===== src/hw/rtl/ldr_pkg.sv =====
// ----------------------------------------------------------------------------
// Lens distortion remap package
// Shared types and constants for the lens distortion remap pipeline.
// ----------------------------------------------------------------------------
package ldr_pkg;

	// Configuration register indexes.
	typedef enum logic [2:0] {
		REG_K1     = 3'd0,
		REG_K2     = 3'd1,
		REG_K3     = 3'd2,
		REG_P1     = 3'd3,
		REG_P2     = 3'd4,
		REG_FX     = 3'd5,
		REG_FY     = 3'd6,
		REG_CENTER = 3'd7
	} reg_idx_t;

	// Live configuration as seen by the datapath.
	typedef struct packed {
		logic signed [23:0] k1;
		logic signed [23:0] k2;
		logic signed [23:0] k3;
		logic signed [23:0] p1;
		logic signed [23:0] p2;
		logic [19:0]        fx;
		logic [19:0]        fy;
		logic [15:0]        cx;
		logic [15:0]        cy;
	} cfg_t;

	// Reset values of the configuration registers.
	localparam logic [23:0] K1_RST     = 24'hFEE62A;
	localparam logic [23:0] K2_RST     = 24'd106564;
	localparam logic [23:0] K3_RST     = 24'hFF610E;
	localparam logic [23:0] P1_RST     = 24'hFFFE00;
	localparam logic [23:0] P2_RST     = 24'hFFF8ED;
	localparam logic [19:0] FX_RST     = 20'd228617;
	localparam logic [19:0] FY_RST     = 20'd229311;
	localparam logic [31:0] CENTER_RST = 32'd552216315;

	// Normalizer: quotient bits and total latency (setup, steps, clamp).
	localparam int QBITS   = 23;
	localparam int DIV_LAT = QBITS + 2;

	// Normalized coordinate width (signed Q2.20).
	localparam int NW = 23;

endpackage


===== src/hw/rtl/ldr_norm.sv =====
// ----------------------------------------------------------------------------
// Coordinate normalizer
// Computes (pos*16 - center) * 2^24 / focal, truncated toward zero and
// clamped to signed Q2.20, with a restoring divider of one bit per stage.
// ----------------------------------------------------------------------------
module ldr_norm import ldr_pkg::*; #(
	parameter int POS_W = 11
) (
	input  logic                 clk,
	input  logic                 en,
	input  logic [POS_W-1:0]     pos,
	input  logic [15:0]          center,
	input  logic [19:0]          focal,
	output logic signed [NW-1:0] norm
);

	localparam int UW    = ((POS_W + 4) > 16 ? (POS_W + 4) : 16) + 1;
	localparam int REM_W = (UW > 21) ? UW : 21;

	logic [UW-1:0]    diff;
	logic [UW-2:0]    mag;
	logic [REM_W-1:0] rem0;
	logic             ovf0;

	logic [REM_W-1:0] rem_q [0:QBITS];
	logic [QBITS-1:0] quo_q [0:QBITS];
	logic             neg_q [0:QBITS];
	logic             ovf_q [0:QBITS];

	logic [REM_W:0]   dbl   [0:QBITS-1];
	logic             ge    [0:QBITS-1];
	logic [REM_W-1:0] nrem  [0:QBITS-1];

	logic [QBITS-1:0] qfin;

	// Offset from the center and its magnitude; the quotient overflows 23 bits
	// as soon as twice the magnitude reaches the focal length.
	always_comb begin
		diff = UW'({pos, 4'b0000}) - UW'(center);
		mag  = diff[UW-1] ? (UW-1)'(-diff) : diff[UW-2:0];
		rem0 = REM_W'({mag, 1'b0});
		ovf0 = rem0 >= REM_W'(focal);
	end

	// One restoring step per stage.
	always_comb begin
		for (int i = 0; i < QBITS; i++) begin
			dbl[i]  = {rem_q[i], 1'b0};
			ge[i]   = dbl[i] >= (REM_W+1)'(focal);
			nrem[i] = ge[i] ? REM_W'(dbl[i] - (REM_W+1)'(focal)) : dbl[i][REM_W-1:0];
		end
	end

	// Divider stage registers.
	always_ff @(posedge clk) begin
		if (en) begin
			rem_q[0] <= rem0;
			quo_q[0] <= '0;
			neg_q[0] <= diff[UW-1];
			ovf_q[0] <= ovf0;
			for (int i = 0; i < QBITS; i++) begin
				rem_q[i+1] <= nrem[i];
				quo_q[i+1] <= {quo_q[i][QBITS-2:0], ge[i]};
				neg_q[i+1] <= neg_q[i];
				ovf_q[i+1] <= ovf_q[i];
			end
		end
	end

	// Signed clamp to [-4, 4).
	assign qfin = quo_q[QBITS];

	always_ff @(posedge clk) begin
		if (en) begin
			if (neg_q[QBITS]) begin
				if (ovf_q[QBITS] || qfin[QBITS-1])
					norm <= {1'b1, {(NW-1){1'b0}}};
				else
					norm <= NW'(-qfin);
			end else begin
				if (ovf_q[QBITS] || qfin[QBITS-1])
					norm <= {1'b0, {(NW-1){1'b1}}};
				else
					norm <= NW'(qfin);
			end
		end
	end

endmodule


===== config.mk =====
export PLATFORM = sky130hd
export DESIGN_NAME = ldr_norm
export DESIGN_NICKNAME = d
export VERILOG_FILES = /design/src/hw/rtl/ldr_pkg.sv /design/src/hw/rtl/ldr_norm.sv
export SDC_FILE = /design/constraint.sdc
export NUM_CORES = 2
export LEC_CHECK = 0
export ABC_AREA = 1
export BUFFER_PORTS_ARGS = -buffer_cell sky130_fd_sc_hd__buf_2
export CORE_AREA = 5 5 362 364
export DETAILED_ROUTE_END_ITERATION = 16
export DIE_AREA = 0 0 367 369
export PLACE_DENSITY_LB_ADDON = 0.15
export SYNTH_ARGS = -nofsm -noshare
export SYNTH_HDL_FRONTEND = slang
export SYNTH_SLANG_ARGS = --single-unit

===== constraint.sdc =====
create_clock -name clk -period 6.29 [get_ports clk]
set_input_delay 0.3145 -clock clk [delete_from_list [all_inputs] [get_ports clk]]
set_output_delay 0.3145 -clock clk [all_outputs]
set_load 0.01 [all_outputs]

==> metrics.txt <==
Worst-path clk slew about 0.060 ns; Yosys warning count 0; CP Cell Sequence dlygate4sd3_1 > buf_2 > inv_1 > ha_1 > nand3_1 > nand2_1 > nand2_1 > nand2_1 > nand3_1 > nor2_1 > nand2_1 > o21bai_1 > nand2_1 > nand2_1 > inv_1 > ha_1 > inv_1 > nor3_1 > nor3b_1 > nand3_1 > nand3_1; sequential share of the synthesized area 0.435; routed len/inst 19.0 microns; startpoint types input port; Async SR Flop Fraction 0; P per Cell Area around 500 nW/um^2; Worst EP required roughly 6.9 ns; Slew Viols, Final 0; Crit-path slowest cell dlygate4sd3_1; commonest non-fill, non-tap cell in the layout nand2_1; Flop pwr share 0.315; Synth Register Bits slightly above 800; worst rel slew slack 0.190; # rows ~130; post-route ant nets 0; Final Instance Count excl. Fillers a little over 8000; critical path data arrival time 4.10 ns; Clk Latency, worst-skew pair between 0.7 and 0.8 ns; VDD IR max about 270 uV; die extent in x ~370 microns; first-pass GRT wire length approximately 250000 microns; P_sw around 14 mW; Synth Area per Inst between 8 and 9 sq um; TritonCTS clock tree built; via-per-instance ratio 5.52; nets 7105; CORE AREA 127000 sq um; CTS H-tree lvls 3; kind of critical path in2reg; diode count 0; Internal roughly 18 mW; Cells after DPL between 8000 and 9000; share of cells above drive strength 1 0.0842; clock share of power 0.186; Mapped Cells 6446; combinational share of power 0.499; TritonCTS Sinks about 830; initial DRC count around 3600; Register-to-Register Path Depth 7; endpoints failing setup 0; Crit path largest cell delay about 0.53 ns; synthesis-to-layout area growth 9.31%; Post-Route Setup TNS 0 ns; minimum clock period 3.53 ns; initial core utilization 0.448; Worst Setup SP center[0]; Worst Setup EP ovf_q[0][0]; All-Layer GR Usage 0.228; crit-path most repeated cell nand2_1; fin crit share 0.561; pin count of the biggest net entering global routing 170; Die ar. 135000 sq um; CP endpoint kind flop; unrepaired setup endpoints after global routing no; CTS buffer count 96; Die Ht ~370 microns; placer congestion estimate between 0.9 and 1; Max-Cap Viols 0; vias in the first global route 44900; clock skew approximately 0.053 ns; reg-to-reg slack, setup between 2 and 3 ns; Switching Share 0.431; Ports 72; Final Hold Fails 0; Lkg Pwr 25.6 nW; Post-synth EDFFs 825; Detail Placement HPWL between 100000 and 150000 microns; worst r2r src rem_q[1][16]; root buffer cell clkbuf_16; TritonRoute pass-1 iters 6; routed vias around 46000; HP Class in2reg; post-synth cell types 55; DRC Markers 0; FF-to-FF End rem_q[1][24]; commonest register cell after synthesis edfxtp_1; critical path peak fanout 6; most frequent cells in the layout nand2_1, edfxtp_1, nor2_1, a21oi_1, ha_1; initial antenna violation count 0; Mapped Area roughly 57000 sq um; grt ovf 0; worst slew pin tran approximately 1.2 ns; port bufs 71; status complete, no violations; filler instances 11900; DRT Wirelength between 150000 and 200000 microns; Max clock buf depth 3; Achievable Freq approximately 0.28 GHz
==> worst max-delay path: cells and delay by family <==
family | cells | cell delay [ns]
adder cells (fa/ha/maj) | 2 | 0.53
AND/OR/NAND/NOR | 13 | 2.14
AO/OA/AOI/OAI | 1 | 0.17
buffers and inverters | 5 | 0.95
==> power by group through the flow <==
stage,clock (mW),combinational [mW],sequential [mW]
floorplan,0,12.3,9.36
global route,6.28,17.7,10.1
detailed placement,0,15.5,9.99
finish,5.86,15.8,9.95
global placement,0,15.4,10.1
CTS,6.04,15.6,9.94
==> flip-flops by register name, summed over array words and instances (netlist names) <==
name / count
rem_q: 478
norm: 23
ovf_q: 24
quo_q: 276
neg_q: 24
==> cell usage after synthesis, types with 23 or more instances <==
cell type	n	area (sq um)
inv_2	28	105
nand4_1	74	463
nand3_1	342	1710
xnor2_1	176	1540
edfxtp_1	825	24800
buf_6	36	405
nor2_1	519	1950
o21bai_1	47	353
nor4_1	30	188
a21boi_0	23	173
a21o_1	102	766
nand3b_1	23	173
or2_2	85	532
xor2_1	128	1120
a31oi_1	116	726
o21ai_1	99	495
o21ai_2	75	657
inv_1	432	1620
o21ai_0	379	1900
buf_2	31	155
a21oi_1	485	2430
nand2_1	1605	6020
nor3_1	63	315
ha_1	485	6070
==> worst min-delay path by stage <==
| stage | startpoint | to | slack [ns] | depth (start not counted) |
|---|---|---|---|---|
| 2_1_floorplan | neg_q[0][0] | neg_q[0][1] | 0.40 | 0 |
| 3_3_place_gp | quo_q[1][118] | quo_q[1][142] | 0.40 | 0 |
| 3_5_place_dp | neg_q[1][0] | neg_q[1][1] | 0.40 | 0 |
| 4_1_cts | center[3] | rem_q[0][4] | 0.05 | 5 |
| 5_1_grt | en | rem_q[1][142] | 0.09 | 1 |
| 6_report | en | rem_q[1][137] | 0.08 | 1 |
==> repair_timing <==
action | CTS | global route
resized for setup | 0 | 0
buffers inserted | 0 | 0
endpoints found under the hold margin | 1 | 0
hold buffers | 1 | 0
==> logic make-up after synthesis <==
logic type / share of synthesized area
and+or+nand+nor: 0.213
AOI/OAI and AO/OA: 0.148
DFF: 0.435
buffers and inverters: 0.0432
other: 0.0000658
xor gates and xnor gates: 0.0467
adders and majority gates: 0.114
==> layout make-up <==
class                           instances  area, sq um  area share
Clock inverter                         73          888      0.0143
Multi-Input combinational cell       5067        29700       0.477
Inverter                              462         1740      0.0279
Timing Repair Buffer                   98          623      0.0100
Tap cell                             1662         2080      0.0334
Sequential cell                       825        24800       0.398
Clock buffer                          105         2440      0.0391
==> per-layer routing <==
| layer | track usage | wire (microns) | vias to the layer above |
|---|---|---|---|
| met5 | 0 | 0 | - |
| met4 | 0.0893 | 6010 | 0 |
| met3 | 0.0278 | 7670 | 287 |
| met2 | 0.378 | 72000 | 1202 |
| met1 | 0.305 | 71700 | 21300 |
| li1 | - | - | 23000 |
==> through the flow <==
stage	power (mW)	setup slack, ns	hold slack (ns)	area [sq um]	utilization
after floorplan	21.6	3.55	0.400	57000	-
after global placement	25.4	2.02	0.400	58900	0.464
after detailed placement	25.5	2.13	0.405	58900	0.464
after CTS	31.6	2.80	0.0481	62300	0.490
after global routing	34.1	2.48	0.0910	62300	0.490
final	31.6	2.76	0.0777	62300	0.490
Note: power is estimated with default switching activity, not from simulation.
